[src/hdl/fmb_pkg.sv]
// Shared types, constants and helper functions for the Fock matrix element build unit.
// No dependencies.
package fmb_pkg;

  localparam int MAX_DOF   = 64;
  localparam int DOF_W     = $clog2(MAX_DOF);
  localparam int ADDR_W    = 2 * DOF_W;
  localparam int FRAC_BITS = 20;
  localparam int VAL_W     = 32;
  localparam int PROD_W    = 44;
  localparam int ACC_W     = 64;

  localparam logic [1:0] KIND_LOAD_H = 2'd0;
  localparam logic [1:0] KIND_LOAD_V = 2'd1;
  localparam logic [1:0] KIND_LOAD_D = 2'd2;
  localparam logic [1:0] KIND_READ   = 2'd3;

  localparam logic [1:0] CFG_ATOM_COUNT = 2'd0;
  localparam logic [1:0] CFG_ORBITALS   = 2'd1;
  localparam logic [1:0] CFG_DIPOLE     = 2'd2;

  localparam logic signed [VAL_W-1:0] Q_ONE = 32'sh0010_0000;

  typedef struct packed {
    logic [ADDR_W-1:0] h_addr;
    logic [ADDR_W-1:0] v_addr;
    logic [ADDR_W-1:0] d_addr;
  } rd_t;

  function automatic logic signed [VAL_W-1:0] sat32(input logic signed [ACC_W-1:0] x);
    logic signed [ACC_W-1:0] hi;
    logic signed [ACC_W-1:0] lo;
    hi = 64'sh0000_0000_7FFF_FFFF;
    lo = -64'sh0000_0000_8000_0000;
    if (x > hi) begin
      sat32 = 32'sh7FFF_FFFF;
    end else if (x < lo) begin
      sat32 = 32'sh8000_0000;
    end else begin
      sat32 = x[VAL_W-1:0];
    end
  endfunction

  function automatic logic signed [VAL_W-1:0] chi(input logic [1:0] a, input logic [1:0] b,
                                                  input logic [1:0] c,
                                                  input logic signed [VAL_W-1:0] dip);
    if (a == b && c == 2'd0) begin
      chi = Q_ONE;
    end else if (a == c && c != 2'd0 && b == 2'd0) begin
      chi = dip;
    end else if (b == c && c != 2'd0 && a == 2'd0) begin
      chi = dip;
    end else begin
      chi = '0;
    end
  endfunction

  // quotient of an orbital index by the orbital count (1 to 4)
  function automatic logic [DOF_W-1:0] div_n(input logic [DOF_W-1:0] p, input logic [2:0] n);
    logic [DOF_W+6:0] m;
    m = {7'd0, p} * (DOF_W+7)'(43);
    case (n)
      3'd1:    div_n = p;
      3'd2:    div_n = p >> 1;
      3'd3:    div_n = m[DOF_W+6:7];
      default: div_n = p >> 2;
    endcase
  endfunction

  function automatic logic [DOF_W-1:0] orb_idx(input logic [DOF_W-1:0] atom, input logic [2:0] n,
                                               input logic [1:0] orb);
    logic [DOF_W+2:0] m;
    m = {3'd0, atom} * {{DOF_W{1'b0}}, n};
    orb_idx = m[DOF_W-1:0] + {{(DOF_W-2){1'b0}}, orb};
  endfunction

endpackage

[src/hdl/fmb_mul.sv]
// Shared signed Q11.20 multiplier: full product, floor shift, registered result.
// Depends on fmb_pkg.
module fmb_mul (
  input  logic                                clk,
  input  logic signed [fmb_pkg::VAL_W-1:0]    mul_a,
  input  logic signed [fmb_pkg::VAL_W-1:0]    mul_b,
  output logic signed [fmb_pkg::PROD_W-1:0]   prod_r
);
  import fmb_pkg::*;

  logic signed [2*VAL_W-1:0] full;
  logic signed [2*VAL_W-1:0] shifted;

  assign full    = mul_a * mul_b;
  assign shifted = full >>> FRAC_BITS;

  always_ff @(posedge clk) begin
    prod_r <= shifted[PROD_W-1:0];
  end

endmodule

[config.mk]
export PLATFORM = sky130hd
export DESIGN_NAME = fmb_mul
export DESIGN_NICKNAME = d
export VERILOG_FILES = /design/src/hdl/fmb_pkg.sv /design/src/hdl/fmb_mul.sv
export SDC_FILE = /design/constraint.sdc
export NUM_CORES = 2
export LEC_CHECK = 0
export BUFFER_PORTS_ARGS = -buffer_cell sky130_fd_sc_hd__buf_2
export CAP_MARGIN = 25
export CORE_ASPECT_RATIO = 0.7
export CORE_MARGIN = 5
export CORE_UTILIZATION = 48
export DETAILED_ROUTE_END_ITERATION = 8
export PLACE_DENSITY = 0.66
export SETUP_SLACK_MARGIN = 0.4
export SLEW_MARGIN = 15
export SYNTH_ARGS = -nofsm -noshare
export SYNTH_HDL_FRONTEND = slang
export SYNTH_SLANG_ARGS = --single-unit
[constraint.sdc]
create_clock -name clk -period 10.8 [get_ports clk]
set_clock_uncertainty 0.05 [all_clocks]
set_input_delay 1.08 -clock clk [delete_from_list [all_inputs] [get_ports clk]]
set_output_delay 1.08 -clock clk [all_outputs]
set_load 0.01 [all_outputs]
==> results.tsv <==
metric	value	unit
Reg clk slew, reported paths	70	ps
Synthesis Warnings	0	
CTS tree	built	
Max transition margin	33.8	%
CP startpoint kind	input port	
Final Cycle Share	85.7	%
post-synthesis cell area	36200	um2
root buffer cell	clkbuf_16	
vias	24900	
vias in the first global route	27400	
largest cells by area after synthesis	fa_1 60%, inv_1 10%, and2_1 8.8%, ha_1 6.2%, nand2_1 5.3%	
syn avg cell area	9.56	um2
final worst setup slack	1540	ps
leading area contributor after synthesis	fa_1	
sequential element share of the synthesized area	2.43	%
dpl hpwl	86600	um
final WL	107000	um
library cells used by synthesis	55	
number of vias per cell	5.25	
Setup Fix Bufs, Post-CTS	0	
routability cong.	0.914	
Synth Instances	3790	
number of synthesized flops with an enable pin	0	
CP Data Arrival Time	9430	ps
setup tns final	0	ps
Register Area	881	um2
H-tree depth	2	
max-cap viol count	0	
grt total ovfl	0	
FMAX	108	MHz
Async SR Flop Fraction	0	%
required time worst endpoint	10970	ps
cts bufs inserted	5	
Die H	240	um
setup violators final	0	
die area	81200	um2
CTS Sinks	44	
clock tree buffer depth	2	
gr usage total	27.7	%
fin. max-slew vios	0	
cts repair resizes	0	
top_reg_cell synth	dfxtp_1	
syn nets	5116	
Worst Tran Pin Value	992	ps
# rows	84	
First-pass DRT Iterations	6	
number of nets in the finished design	5078	
Crit. End Element	flop	
hold buffer count at CTS	0	
DR WL/cell	22.6	um
layout cells sized above 1	4.64	%
first-pass GRT wire length	169000	um
share of the synthesized area in the top cell type	59.7	%
fillers	6933	
Largest regs	prod_r: 44 flops	
multi-input logic area	31000	um2
min-delay worst type	flop to output port	
worst slack, placed	1250	ps
IO Count	109	
core footprint	74900	um2
area grow syn2layout	4.26	%
CP Max Fanout	32	
max FFs per register	44	
Final Hold Vio Count	0	
Seq cells post-synth	44	
PortBufs	108	
Setup Crit Path Kind	input port to flop	
RSZ-0062 raised after global routing	false	
largest reg by FF count	prod_r	
initial DRC count	1899	
initial antenna violation count	6	
largest net degree at the start of global routing	33	
outcome	finished clean	
Routed Antenna Nets	0	
Min Clock Period, post-route	9260	ps
Hold Path Depth	1	
initial core utilization	48.4	%
DR DRC count	0	
die width	338	um
==> metrics by stage <==
step	instance area, um2	std cells	hold slack (ps)	utilization [%]
2_1_floorplan	36200	3790	1330	-
3_3_place_gp	37600	4734	1420	50.2
3_5_place_dp	37600	4734	1420	50.2
4_1_cts	37800	4742	1800	50.4
5_1_grt	37800	4744	1820	50.4
6_report	37800	4746	1790	50.4
==> area by class of cell <==
type | instances | area share, %
flip-flops and latches | 44 | 2.33
repair buffers | 153 | 2.32
multi-input cells | 2583 | 82.0
clock buffers | 5 | 0.331
inverters | 965 | 9.59
clock inverters | 3 | 0.123
well taps | 989 | 3.27
diodes | 4 | 0.0265
==> layout by cell type (no fill, tap or decap), drive strengths merged, types with 36 or more instances in the layout <==
cell and n:
ha 180, and2 510, inv 966, nand2 511, xnor2 36, a21oi 54, fa 1081, dfxtp 44
nor2 45, buf 153
==> cell families after synthesis <==
logic type / count (synthesis) / synth area share [%]
buffers and inverters: 1163 / 12.1
and+or+nand+nor: 1116 / 15.4
DFF: 44 / 2.43
AOI/OAI and AO/OA: 149 / 2.79
xor gates and xnor gates: 57 / 1.38
adders and majority gates: 1261 / 65.9
==> path summary, 6_finish.rpt <==
kind,startpoint,endpoint,slack [ps]
worst max-delay path,mul_a[31],prod_r[43]$_DFF_P_,1540
worst min-delay path,prod_r[21]$_DFF_P_,prod_r[21],1790
==> worst max-delay path, stage by stage <==
cell and delay, ps:
buf_2 480, nand2_1 240, inv_1 130, fa_1 390, inv_1 240, fa_1 460, inv_1 220, fa_1 500
fa_1 890, inv_1 430, fa_1 600, inv_1 60, fa_1 520, inv_1 50, fa_1 480, inv_1 60
fa_1 470, ha_1 350, and3_1 200, nand2_1 80, nor3_1 320, nand4_1 130, a21oi_1 270, o211ai_1 190
o21ba_2 250, o21a_1 170, xor2_1 130
==> layer usage <==
layer	wire, um	track usage [%]	vias to the layer above
li1	-	-	10600
met1	47900	41.3	12900
met2	40600	36.2	1318
met3	17000	14.5	114
met4	1850	4.45	8
met5	103	0.579	-
==> synth_stat cells (all sizes together), types with 5 or more instances <==
| cell type | n |
|---|---|
| a211oi | 8 |
| a21o | 16 |
| a21oi | 54 |
| a31oi | 5 |
| and2 | 510 |
| and3 | 6 |
| buf | 6 |
| clkbuf | 192 |
| dfxtp | 44 |
| fa | 1081 |
| ha | 180 |
| inv | 965 |
| nand2 | 511 |
| nand2b | 10 |
| nand3 | 6 |
| nand4 | 12 |
| nor2 | 45 |
| nor3 | 8 |
| o21a | 8 |
| o21ai | 19 |
| o21bai | 10 |
| xnor2 | 36 |
| xor2 | 21 |
Power is left out: the tool's default activity adds up to more than one toggle a clock period on the data nets, which glitch-free logic cannot reach.
