`src/hdl/fmb_pkg.sv`:
```
// Shared types, constants and helper functions for the Fock matrix element build unit.
// No dependencies.
package fmb_pkg;

  localparam int MAX_DOF   = 64;
  localparam int DOF_W     = $clog2(MAX_DOF);
  localparam int ADDR_W    = 2 * DOF_W;
  localparam int FRAC_BITS = 20;
  localparam int VAL_W     = 32;
  localparam int PROD_W    = 44;
  localparam int ACC_W     = 64;

  localparam logic [1:0] KIND_LOAD_H = 2'd0;
  localparam logic [1:0] KIND_LOAD_V = 2'd1;
  localparam logic [1:0] KIND_LOAD_D = 2'd2;
  localparam logic [1:0] KIND_READ   = 2'd3;

  localparam logic [1:0] CFG_ATOM_COUNT = 2'd0;
  localparam logic [1:0] CFG_ORBITALS   = 2'd1;
  localparam logic [1:0] CFG_DIPOLE     = 2'd2;

  localparam logic signed [VAL_W-1:0] Q_ONE = 32'sh0010_0000;

  typedef struct packed {
    logic [ADDR_W-1:0] h_addr;
    logic [ADDR_W-1:0] v_addr;
    logic [ADDR_W-1:0] d_addr;
  } rd_t;

  function automatic logic signed [VAL_W-1:0] sat32(input logic signed [ACC_W-1:0] x);
    logic signed [ACC_W-1:0] hi;
    logic signed [ACC_W-1:0] lo;
    hi = 64'sh0000_0000_7FFF_FFFF;
    lo = -64'sh0000_0000_8000_0000;
    if (x > hi) begin
      sat32 = 32'sh7FFF_FFFF;
    end else if (x < lo) begin
      sat32 = 32'sh8000_0000;
    end else begin
      sat32 = x[VAL_W-1:0];
    end
  endfunction

  function automatic logic signed [VAL_W-1:0] chi(input logic [1:0] a, input logic [1:0] b,
                                                  input logic [1:0] c,
                                                  input logic signed [VAL_W-1:0] dip);
    if (a == b && c == 2'd0) begin
      chi = Q_ONE;
    end else if (a == c && c != 2'd0 && b == 2'd0) begin
      chi = dip;
    end else if (b == c && c != 2'd0 && a == 2'd0) begin
      chi = dip;
    end else begin
      chi = '0;
    end
  endfunction

  // quotient of an orbital index by the orbital count (1 to 4)
  function automatic logic [DOF_W-1:0] div_n(input logic [DOF_W-1:0] p, input logic [2:0] n);
    logic [DOF_W+6:0] m;
    m = {7'd0, p} * (DOF_W+7)'(43);
    case (n)
      3'd1:    div_n = p;
      3'd2:    div_n = p >> 1;
      3'd3:    div_n = m[DOF_W+6:7];
      default: div_n = p >> 2;
    endcase
  endfunction

  function automatic logic [DOF_W-1:0] orb_idx(input logic [DOF_W-1:0] atom, input logic [2:0] n,
                                               input logic [1:0] orb);
    logic [DOF_W+2:0] m;
    m = {3'd0, atom} * {{DOF_W{1'b0}}, n};
    orb_idx = m[DOF_W-1:0] + {{(DOF_W-2){1'b0}}, orb};
  endfunction

endpackage

```
`src/hdl/fmb_ctrl.sv`:
```
// Sequencer for one Fock element read: index walk, operand select, accumulator, result register.
// Depends on fmb_pkg; drives the shared multiplier fmb_mul and the store read ports.
module fmb_ctrl (
  input  logic                                clk,
  input  logic                                rst_n,
  input  logic                                start,
  input  logic [fmb_pkg::DOF_W-1:0]           in_row,
  input  logic [fmb_pkg::DOF_W-1:0]           in_col,
  input  logic [2:0]                          orbitals,
  input  logic [6:0]                          atom_count,
  input  logic signed [fmb_pkg::VAL_W-1:0]    dipole,
  input  logic signed [fmb_pkg::VAL_W-1:0]    h_rdata,
  input  logic signed [fmb_pkg::VAL_W-1:0]    v_rdata,
  input  logic signed [fmb_pkg::VAL_W-1:0]    d_rdata,
  input  logic signed [fmb_pkg::PROD_W-1:0]   prod,
  input  logic                                out_stall,
  output logic                                busy,
  output fmb_pkg::rd_t                        rd,
  output logic signed [fmb_pkg::VAL_W-1:0]    mul_a,
  output logic signed [fmb_pkg::VAL_W-1:0]    mul_b,
  output logic                                out_valid,
  output logic [fmb_pkg::DOF_W-1:0]           out_row,
  output logic [fmb_pkg::DOF_W-1:0]           out_col,
  output logic signed [fmb_pkg::VAL_W-1:0]    out_value
);
  import fmb_pkg::*;

  localparam logic [2:0] ST_IDLE  = 3'd0;
  localparam logic [2:0] ST_SETUP = 3'd1;
  localparam logic [2:0] ST_HLD   = 3'd2;
  localparam logic [2:0] ST_ADDR  = 3'd3;
  localparam logic [2:0] ST_CC    = 3'd4;
  localparam logic [2:0] ST_VD    = 3'd5;
  localparam logic [2:0] ST_TERM  = 3'd6;
  localparam logic [2:0] ST_ACC   = 3'd7;

  logic [2:0] state_r, state_nxt;
  logic       done_r, done_nxt;

  logic [DOF_W-1:0] p_r, p_nxt, q_r, q_nxt;
  logic [2:0]       n_r, n_nxt;
  logic [6:0]       atoms_r, atoms_nxt;
  logic [DOF_W-1:0] ap_r, ap_nxt, aq_r, aq_nxt;
  logic [1:0]       op_r, op_nxt, oq_r, oq_nxt;
  logic             ok_r, ok_nxt;
  logic             phase_r, phase_nxt;
  logic [1:0]       i0_r, i0_nxt, i1_r, i1_nxt, i2_r, i2_nxt, i3_r, i3_nxt;
  logic [DOF_W-1:0] ar_r, ar_nxt;
  logic signed [VAL_W-1:0] c1_r, c1_nxt, c2_r, c2_nxt, cc_r, cc_nxt;
  logic signed [ACC_W-1:0] acc_r, acc_nxt;
  logic                    ov_r, ov_nxt;
  logic [DOF_W-1:0]        orow_r, orow_nxt, ocol_r, ocol_nxt;
  logic signed [VAL_W-1:0] oval_r, oval_nxt;

  logic [2:0]       n_eff;
  logic [6:0]       amax;
  logic [9:0]       ndof_full;
  logic [6:0]       ndof;
  logic [DOF_W-1:0] ap_c, aq_c;
  logic [DOF_W+2:0] apn, aqn;
  logic [1:0]       nm1;
  logic [DOF_W-1:0] atm1;
  logic             w3, w2, w1, wa, w0;
  logic signed [ACC_W-1:0] term64;
  logic signed [VAL_W-1:0] prod_sat;

  assign busy      = (state_r != ST_IDLE) || done_r;
  assign out_valid = ov_r;
  assign out_row   = orow_r;
  assign out_col   = ocol_r;
  assign out_value = oval_r;

  assign nm1      = 2'(n_r - 3'd1);
  assign atm1     = 6'(atoms_r - 7'd1);
  assign prod_sat = sat32({{(ACC_W-PROD_W){prod[PROD_W-1]}}, prod});
  assign term64   = {{(ACC_W-PROD_W){prod[PROD_W-1]}}, prod};

  always_comb begin
    if (orbitals == 3'd0) begin
      n_eff = 3'd1;
    end else if (orbitals > 3'd4) begin
      n_eff = 3'd4;
    end else begin
      n_eff = orbitals;
    end
    case (n_eff)
      3'd1:    amax = 7'd64;
      3'd2:    amax = 7'd32;
      3'd3:    amax = 7'd21;
      default: amax = 7'd16;
    endcase
  end

  assign ndof_full = atoms_r * n_r;
  assign ndof      = ndof_full[6:0];
  assign ap_c      = div_n(p_r, n_r);
  assign aq_c      = div_n(q_r, n_r);
  assign apn       = {3'd0, ap_c} * {{DOF_W{1'b0}}, n_r};
  assign aqn       = {3'd0, aq_c} * {{DOF_W{1'b0}}, n_r};

  always_comb begin
    rd.h_addr = {p_r, q_r};
    if (!phase_r) begin
      rd.v_addr = {orb_idx(ap_r, n_r, i0_r), orb_idx(ar_r, n_r, i3_r)};
      rd.d_addr = {orb_idx(ar_r, n_r, i1_r), orb_idx(ar_r, n_r, i2_r)};
    end else begin
      rd.v_addr = {orb_idx(aq_r, n_r, i3_r), orb_idx(ap_r, n_r, i1_r)};
      rd.d_addr = {orb_idx(aq_r, n_r, i2_r), orb_idx(ap_r, n_r, i0_r)};
    end
  end

  always_comb begin
    case (state_r)
      ST_CC: begin
        mul_a = c1_r;
        mul_b = c2_r;
      end
      ST_VD: begin
        mul_a = v_rdata;
        mul_b = d_rdata;
      end
      default: begin
        mul_a = cc_r;
        mul_b = prod_sat;
      end
    endcase
  end

  assign w3 = (i3_r == nm1);
  assign w2 = w3 && (i2_r == nm1);
  assign w1 = w2 && (i1_r == nm1);
  assign wa = w1 && (phase_r || ar_r == atm1);
  assign w0 = wa && (i0_r == nm1);

  always_comb begin
    state_nxt = state_r;
    done_nxt  = done_r;
    p_nxt = p_r;  q_nxt = q_r;  n_nxt = n_r;  atoms_nxt = atoms_r;
    ap_nxt = ap_r;  aq_nxt = aq_r;  op_nxt = op_r;  oq_nxt = oq_r;
    ok_nxt = ok_r;  phase_nxt = phase_r;
    i0_nxt = i0_r;  i1_nxt = i1_r;  i2_nxt = i2_r;  i3_nxt = i3_r;  ar_nxt = ar_r;
    c1_nxt = c1_r;  c2_nxt = c2_r;  cc_nxt = cc_r;  acc_nxt = acc_r;
    ov_nxt = ov_r;  orow_nxt = orow_r;  ocol_nxt = ocol_r;  oval_nxt = oval_r;

    if (ov_r && !out_stall) begin
      ov_nxt = 1'b0;
    end

    if (done_r) begin
      if (!ov_r || !out_stall) begin
        ov_nxt   = 1'b1;
        orow_nxt = p_r;
        ocol_nxt = q_r;
        oval_nxt = sat32(acc_r);
        done_nxt = 1'b0;
      end
    end else begin
      case (state_r)
        ST_IDLE: begin
          if (start) begin
            p_nxt     = in_row;
            q_nxt     = in_col;
            n_nxt     = n_eff;
            atoms_nxt = (atom_count > amax) ? amax : atom_count;
            state_nxt = ST_SETUP;
          end
        end
        ST_SETUP: begin
          ap_nxt    = ap_c;
          aq_nxt    = aq_c;
          op_nxt    = 2'(p_r - apn[DOF_W-1:0]);
          oq_nxt    = 2'(q_r - aqn[DOF_W-1:0]);
          ok_nxt    = ({1'b0, p_r} < ndof) && ({1'b0, q_r} < ndof);
          phase_nxt = (ap_c != aq_c);
          i0_nxt = '0;  i1_nxt = '0;  i2_nxt = '0;  i3_nxt = '0;  ar_nxt = '0;
          state_nxt = ST_HLD;
        end
        ST_HLD: begin
          if (ok_r) begin
            acc_nxt   = {{(ACC_W-VAL_W){h_rdata[VAL_W-1]}}, h_rdata};
            state_nxt = ST_ADDR;
          end else begin
            acc_nxt   = '0;
            state_nxt = ST_IDLE;
            done_nxt  = 1'b1;
          end
        end
        ST_ADDR: begin
          if (!phase_r) begin
            c1_nxt = chi(op_r, oq_r, i0_r, dipole);
            c2_nxt = chi(i1_r, i2_r, i3_r, dipole);
          end else begin
            c1_nxt = chi(i2_r, oq_r, i3_r, dipole);
            c2_nxt = chi(op_r, i0_r, i1_r, dipole);
          end
          state_nxt = ST_CC;
        end
        ST_CC: begin
          state_nxt = ST_VD;
        end
        ST_VD: begin
          cc_nxt    = prod_sat;
          state_nxt = ST_TERM;
        end
        ST_TERM: begin
          state_nxt = ST_ACC;
        end
        ST_ACC: begin
          if (!phase_r) begin
            acc_nxt = acc_r + (term64 <<< 1);
          end else begin
            acc_nxt = acc_r - term64;
          end
          i3_nxt = w3 ? 2'd0 : 2'(i3_r + 2'd1);
          if (w3) begin
            i2_nxt = w2 ? 2'd0 : 2'(i2_r + 2'd1);
          end
          if (w2) begin
            i1_nxt = w1 ? 2'd0 : 2'(i1_r + 2'd1);
          end
          if (w1 && !phase_r) begin
            ar_nxt = wa ? '0 : 6'(ar_r + 6'd1);
          end
          if (wa) begin
            i0_nxt = w0 ? 2'd0 : 2'(i0_r + 2'd1);
          end
          if (w0 && !phase_r) begin
            phase_nxt = 1'b1;
            state_nxt = ST_ADDR;
          end else if (w0) begin
            state_nxt = ST_IDLE;
            done_nxt  = 1'b1;
          end else begin
            state_nxt = ST_ADDR;
          end
        end
        default: begin
          state_nxt = ST_IDLE;
        end
      endcase
    end
  end

  always_ff @(posedge clk) begin
    if (!rst_n) begin
      state_r <= ST_IDLE;
      done_r  <= 1'b0;
      ov_r    <= 1'b0;
      phase_r <= 1'b0;
    end else begin
      state_r <= state_nxt;
      done_r  <= done_nxt;
      ov_r    <= ov_nxt;
      phase_r <= phase_nxt;
    end
  end

  always_ff @(posedge clk) begin
    p_r <= p_nxt;  q_r <= q_nxt;  n_r <= n_nxt;  atoms_r <= atoms_nxt;
    ap_r <= ap_nxt;  aq_r <= aq_nxt;  op_r <= op_nxt;  oq_r <= oq_nxt;  ok_r <= ok_nxt;
    i0_r <= i0_nxt;  i1_r <= i1_nxt;  i2_r <= i2_nxt;  i3_r <= i3_nxt;  ar_r <= ar_nxt;
    c1_r <= c1_nxt;  c2_r <= c2_nxt;  cc_r <= cc_nxt;  acc_r <= acc_nxt;
    orow_r <= orow_nxt;  ocol_r <= ocol_nxt;  oval_r <= oval_nxt;
  end

`ifndef NO_ASSERTIONS
  a_start_setup: assert property (@(posedge clk) disable iff (!rst_n)
    (start && state_r == ST_IDLE && !done_r) |=> (state_r == ST_SETUP))
    else $error("read transaction did not enter setup");
  a_out_from_done: assert property (@(posedge clk) disable iff (!rst_n)
    $rose(ov_r) |-> $past(done_r))
    else $error("result loaded without a finished read");
  a_mac_in_range: assert property (@(posedge clk) disable iff (!rst_n)
    (state_r == ST_ADDR) |-> ok_r)
    else $error("term walk started for an element outside the matrix");
  a_ctr_bound: assert property (@(posedge clk) disable iff (!rst_n)
    (state_r == ST_ADDR) |-> (i0_r <= nm1 && i1_r <= nm1 && i2_r <= nm1 && i3_r <= nm1))
    else $error("orbital counter beyond orbital count");
`endif

endmodule

```
`config.mk`:
```
export PLATFORM = sky130hd
export DESIGN_NAME = fmb_ctrl
export DESIGN_NICKNAME = d
export VERILOG_FILES = /design/src/hdl/fmb_pkg.sv /design/src/hdl/fmb_ctrl.sv
export SDC_FILE = /design/constraint.sdc
export NUM_CORES = 1
export LEC_CHECK = 0
export BUFFER_PORTS_ARGS = -buffer_cell sky130_fd_sc_hd__buf_2
export CORE_MARGIN = 2
export CORE_UTILIZATION = 50
export CTS_BUF_LIST = sky130_fd_sc_hd__clkbuf_4
export DETAILED_ROUTE_END_ITERATION = 8
export PLACE_DENSITY = 0.74
export SLEW_MARGIN = 20
export SYNTH_ARGS = -nofsm -noshare
export SYNTH_HDL_FRONTEND = slang
export SYNTH_SLANG_ARGS = --single-unit
```
`constraint.sdc`:
```
create_clock -name clk -period 7.1 [get_ports clk]
set_input_delay 0.71 -clock clk [delete_from_list [all_inputs] [get_ports clk]]
set_output_delay 0.71 -clock clk [all_outputs]
set_load 0.1 [all_outputs]
```
==> run metrics, run 1 <==
Setup Buffers After CTS 0; fin. max-slew vios 0; crit-path max FO 25; Async SR Flop Fraction 0%; CP delay by family, top adder cells; RR Startpoint q_r[3]; max-cap viol count 0; Post-Synthesis Cells 2690; main flop type after synthesis edfxtp_1; worst hold start in_row[0]; remaining antenna violation count 0; Iter 0 DRT Violations 2270; vias post-DR 22.1k; gr usage total 30.4%; crit path capture type primary output; post-synth net total 3158; Synth-to-Final Area Change 12.5%; Yosys top cell area share 31.8%; Vias/cell 6.05; Hold Vio Cnt, Final 0; Max clock buf depth 3; Setup TNS 0 ns; vias in the first global route 21.4k; CTS H-tree lvls 3; Crit path largest cell delay 0.88 ns; HP Class input port to flop; r2r worst-path depth 17; die outline height 224 um; stages on the worst setup path 11; antenna violations before repair 7; CTS tree built; largest net degree at the start of global routing 98; Hold-fix buffers, CTS 0; slowest CP cell edfxtp_1; cts bufs inserted 79; critical path type flop to primary output; RSZ-0062 raised after global routing no; post-synth design cell area 0.0243 mm2; first-pass GRT wire length 119000 um; post-layout instance area 0.0273 mm2; R2R setup slack 2.33 ns; Worst Setup SP n_r[1]; status complete, no violations; I/O Buffers 343; Setup crit start kind flop; Mapped Avg Cell Area 9.02 um2; Post-synth EDFFs 257; # resized after CTS 0; fmax 182 MHz; Die Span X 224 um; P_leak 0.0119 uW; Worst Setup EP rd[17]; std cell rows 80; WP buf/inv 2; Critical R2R Capture oq_r[1]; I/O pins 344; Sinks on Clock Net 263; WP data arrival 4.77 ns; Least-Margin Pin Slew 1.11 ns; sequential area share after synthesis 32.3%; Area after DPL 0.0262 mm2; Root Buffer Master clkbuf_4; worst clock skew 0.0648 ns; yosys warns 0; total grt overflow 0; critical path, cell by cell nand2_1, fa_1, inv_1, ha_1, fa_1, xor2_1, and2_1, nand3_1, xnor2_1, o21ai_0, buf_2; number of synthesized register bits 263; 1st-pass router iterations 6; largest cells by area after synthesis edfxtp_1, ha_1, nand2_1; initial core utilization 50.7%; final net count 3449; Max IR drop VDD 1230 uV; Core Box Area 0.0478 mm2; synth unique cells 94; layout cells sized above 1 19.8%; WL final 78500 um; PwrDens 396 mW/mm2; die area 0.0503 mm2; Worst slew margin 26.2%; Detailed Place HPWL 59600 um; Post-route DRC 0; crit path time final 5.48 ns; latest clock arrival within the worst-skew pair 0.83 ns; Reg clk slew, reported paths 0.07 ns; final setup vio count 0; required time at the worst-slack endpoint 6.39 ns; Tcrit/Tclk final 77.2%; WL/cell 21.4 um; Crit path top cell by count fa_1; cell taking the most area after synthesis edfxtp_1; total power 10800 uW; RD Place Congestion 0.996
[synth_stat cells (all sizes together) (18+ instances only)]
cell / instances
nand2: 311
edfxtp: 257
ha: 236
o21ai: 219
a21oi: 189
inv: 161
nor2: 150
xnor2: 129
clkbuf: 121
a21o: 99
and2: 94
xor2: 79
nand3: 77
mux2: 73
nand4: 40
mux2i: 38
nor3: 35
fa: 34
buf: 29
o21bai: 27
nor4: 26
nor2b: 21
o21a: 19
a211oi: 18
[cell type report]
| class | count | area [um2] |
|---|---|---|
| clock buffers | 107 | 803 |
| clock inverters | 27 | 228 |
| fillers | 4276 | 20600 |
| diodes | 11 | 27.5 |
| multi-input cells | 2114 | 15100 |
| well taps | 615 | 769 |
| flip-flops and latches | 263 | 7850 |
| repair buffers | 362 | 1880 |
| inverters | 161 | 604 |
[flip-flops by register name (all words and copies together) (netlist names), 3 cells and up]
signal     flops
cc_r          32
c1_r          32
p_r            6
out_col        6
atoms_r        7
state_r        3
acc_r         64
ap_r           6
ar_r           6
c2_r          32
n_r            3
aq_r           6
out_value     32
out_row        6
q_r            6
[report_power, final]
| part | internal [uW] | switching, uW |
|---|---|---|
| Sequential | 2080 | 365 |
| Combinational | 2040 | 4730 |
| Clock | 845 | 732 |
[routing by layer]
metal	up-vias	track usage (%)	routed length, um
li1	10300	-	-
met1	10600	39.5	32500
met2	996	50.7	37200
met3	170	5.68	6030
met4	2	11.0	2760
met5	-	0	13
[how the worst min path moves through the flow]
stage	to	slack [ns]	cells past startpoint
floorplan	out_value[0]	0.52	2
global placement	out_value[0]	0.56	2
detailed placement	out_value[0]	0.55	2
CTS	p_r[0]	0.02	1
global route	p_r[0]	-0.01	1
finish	p_r[0]	0.09	1
[placed cells by master, fill, tap and decap left out, drive strengths merged, types with 7 or more instances in the layout]
master,netlist,layout
nand2,311,311
or3,7,7
o21ai,219,219
o22ai,9,9
and2,94,94
fa,34,34
inv,161,162
and3,13,13
xor2,79,79
nand3,77,77
a211oi,18,18
edfxtp,257,257
o21bai,27,27
nand2b,16,16
a221oi,9,9
a21o,99,99
a21oi,189,189
nor2,150,150
nand4,40,40
o211ai,12,12
mux2i,38,38
nor4,26,26
ha,236,236
nor2b,21,21
buf,29,362
nor3,35,35
o221ai,10,10
a31oi,17,17
o21a,19,19
clkinv,0,22
a222oi,8,8
o31ai,8,8
clkbuf,121,107
xnor2,129,129
diode,0,11
mux2,73,73
[through the flow]
step	util (%)	hold WS [ns]	setup slack (ns)	instances
6_report	57.0	0.0860	1.62	3660
4_1_cts	56.9	0.0160	1.55	3648
2_1_floorplan	-	0.518	0.940	2690
3_3_place_gp	54.8	0.557	2.25	3514
3_5_place_dp	54.8	0.554	2.24	3514
5_1_grt	57.0	-0.0102	1.41	3659
[worst register-to-register path: cells and delay by family (launching register included)]
family / cells / cell delay, ns
flops: 1 / 0.55
fa+ha+maj: 6 / 1.88
xor+xnor: 4 / 0.56
compound gates: 5 / 1.21
simple gates: 2 / 0.33
[cells by family after synthesis]
kind of cell             count (synthesis)  share of synthesized area [%]
flip-flops                             263                           32.3
AND/OR/NAND/NOR                        811                           15.8
XOR/XNOR                               208                           7.51
AO/OA/AOI/OAI                          714                           18.8
multiplexers                           111                           4.96
adder cells (fa/ha/maj)                270                           15.0
buffers and inverters                  313                           5.65
(Power assumes the default switching activity.)
==> run 2, diff against run 1 <==
ABC_AREA = 1   (was default)
PLACE_DENSITY = 0.73   (was 0.74)
clock period = 5.25 ns   (was 7.1 ns; I/O delays follow)
==> run metrics, run 2 <==
status complete, no violations; most common cell after layout, fill and taps aside nand2_1; Async SR Flop Fraction 0% (unchanged); Tcrit/Tclk final 94.0%; vias in the first global route 26.3k (+23%); largest cells by area after synthesis edfxtp_1, nand2_1, ha_1; RD Place Congestion 1.03 (+3.3%); most frequent cell after synthesis nand2_1; HP Class input port to flop; cts bufs inserted 75 (-5.1%); Hold Vio Cnt, Final 0 (unchanged); required time at the worst-slack endpoint 4.72 ns (-1.67 ns); Top reg by flops acc_r; Switching Share 60.9% (+6.9 points); fin. max-slew vios 0 (unchanged); crit path capture type primary output; Sequential Power Share 19.5% (-3.2 points); Synth-to-Final Area Change 14.5%; Sinks on Clock Net 263 (unchanged); WL final 107000 um (+36%); post-synth design cell area 0.0269 mm2 (+11%); Max clock buf depth 3 (unchanged); die area 0.0557 mm2 (+11%); number of flip-flops in the largest register 64 (unchanged); Post-route DRC 0 (unchanged); max-cap viol count 0 (unchanged); P_leak 0.0142 uW (+19%); Post-synth EDFFs 257 (unchanged); Setup crit start kind flop; Die Span X 236 um (+5.3%); final net count 4697 (+36%); Worst Slack Setup Final 0.315 ns (-1.30 ns); layout cells sized above 1 16.9% (-2.9 points); Area after DPL 0.0293 mm2 (+12%); post-synth net total 4309 (+36%); post-layout instance area 0.0309 mm2 (+13%); Setup TNS 0 ns (unchanged); worst clock skew 0.0774 ns (+0.0126 ns); final setup vio count 0 (unchanged); WP data arrival 4.41 ns (-0.36 ns); Root Buffer Master clkbuf_4; PwrDens 604 mW/mm2 (+53%); gr usage total 37.5% (+7.1 points); Mapped Avg Cell Area 7.01 um2 (-22%); CTS tree built; remaining antenna violation count 0 (unchanged); Iter 0 DRT Violations 3077 (+36%); Max IR drop VDD 1580 uV (+28%); largest net degree at the start of global routing 83 (-15%); latest clock arrival within the worst-skew pair 0.87 ns (+0.04 ns); Detailed Place HPWL 85300 um (+43%); die outline height 236 um (+5.3%); initial core utilization 50.3% (-0.36 points); fmax 203 MHz; critical path type flop to primary output; Core Box Area 0.0535 mm2 (+12%); Post-Synthesis Cells 3841 (+43%); crit path time final 4.93 ns; fill cell count 5275 (+23%); vias post-DR 28.8k (+30%); cell taking the most area after synthesis edfxtp_1; 1st-pass router iterations 6 (unchanged); NetSw 11400 uW (+95%); Pint 7290 uW (+47%); Yosys top cell area share 28.7% (-3.2 points); Clock power frac 10.7% (-3.9 points); main flop type after synthesis edfxtp_1; Least-Margin Pin Slew 1.10 ns (-0.00654 ns); number of synthesized register bits 263 (unchanged); RSZ-0062 raised after global routing no; I/O pins 344 (unchanged); antenna violations before repair 4 (-3); utilization after layout 57.7% (+0.63 points); total grt overflow 0 (unchanged); crit-path max FO 15 (-40%); yosys warns 0 (unchanged); CTS H-tree lvls 3 (unchanged); WL/cell 21.5 um (about the same); I/O Buffers 343 (unchanged); top cells by count, synth nand2_1, inv_1, nor2_1, nand3_1, a21oi_1; sequential area share after synthesis 29.1% (-3.2 points); Gate power share 69.8% (+7.1 points); first-pass GRT wire length 159000 um (+34%); Reg clk slew, reported paths 0.06 ns (about the same); std cell rows 85 (+6.3%); DP Worst Slack 1.01 ns (-1.23 ns); synth unique cells 71 (-24%); most frequent cells in the layout nand2_1, inv_1, nor2_1, nand3_1, buf_2; Worst slew margin 26.6% (+0.33 points); Vias/cell 5.77 (-4.6%)
-- run 2: changes by cell type after synthesis, sizes merged, moves of 37 or more --
cell    delta
nand3    +281
mux2      -73
inv      +370
xnor2     -97
clkbuf    -48
mux2i     -38
nor3      +67
a21o      -72
nor2     +280
nand2    +617
and2      -92
a21oi     +81
xor2      -37
-- run 2: layout make-up --
cell class              instances  area [um2]  share of cell area [%]
inverters                     532        2000                    6.47
multi-input cells            2928       16600                    54.0
diodes                          7        17.5                  0.0568
well taps                     696         871                    2.82
repair buffers                429        2520                    8.18
flip-flops and latches        263        7850                    25.4
clock inverters                27         164                   0.531
clock buffers                 105         788                    2.56
-- run 2: power by group through the flow --
stage                     sequential [uW]  combinational (uW)  clock (uW)
after floorplan                      3850                9370           0
after global placement               3680               12700           0
after detailed placement             3690               12700           0
after CTS                            3650               12800        2020
after global routing                 3680               14100        2130
final                                3640               13000        1990
-- run 2: timing repair --
item | 4_1_cts | 5_1_grt
resized for setup | 0 | 1
hold buffers | 53 | 0
setup buffers | 0 | 8
endpoints found under the hold margin | 58 | 0
setup endpoints to repair | 0 | 1
-- run 2: worst max-delay path: stages, from the launching register on --
cell and delay, ns:
edfxtp_1 0.70, nand2_1 0.15, fa_1 0.53, inv_1 0.05, ha_1 0.22, fa_1 0.59, inv_1 0.14, nor2_1 0.20
inv_1 0.11, o21ai_0 0.18, nand3_1 0.12, o31ai_2 0.14, clkbuf_4 0.44
-- run 2: cells by family after synthesis --
kind of cell	synth area share [%]
AOI/OAI and AO/OA	14.3
adders and majority gates	13.5
and+or+nand+nor	31.2
xor gates and xnor gates	2.41
buffers and inverters	9.51
DFF	29.1
-- run 2: stage by stage --
stage	power, uW	std cells	hold WS, ns
3_3_place_gp	16400	4787	0.500
3_5_place_dp	16400	4787	0.505
5_1_grt	19900	4985	0.0257
2_1_floorplan	13200	3841	0.506
4_1_cts	18500	4972	0.000783
6_report	18600	4987	0.0410
-- run 2: per-layer routing --
| metal | vias up | GRT usage (%) | part of all wire, % | wire length [um] |
|---|---|---|---|---|
| met5 | - | 0 | 0.021 | 23 |
| met4 | 4 | 15.0 | 4.3 | 4600 |
| met3 | 246 | 6.05 | 9.1 | 9760 |
| met2 | 1512 | 59.7 | 45 | 48200 |
| met1 | 13300 | 51.1 | 42 | 44400 |
| li1 | 13700 | - | - | - |
-- run 2: final timing paths --
kind / start / end / slack, ns / cells past startpoint
max reg2reg: q_r[3] / oq_r[1] / 1.00 / 19
min reg2reg: out_valid / out_valid / 0.52 / 2
min: h_rdata[12] / acc_r[12] / 0.04 / 2
max: n_r[1] / rd[11] / 0.32 / 12
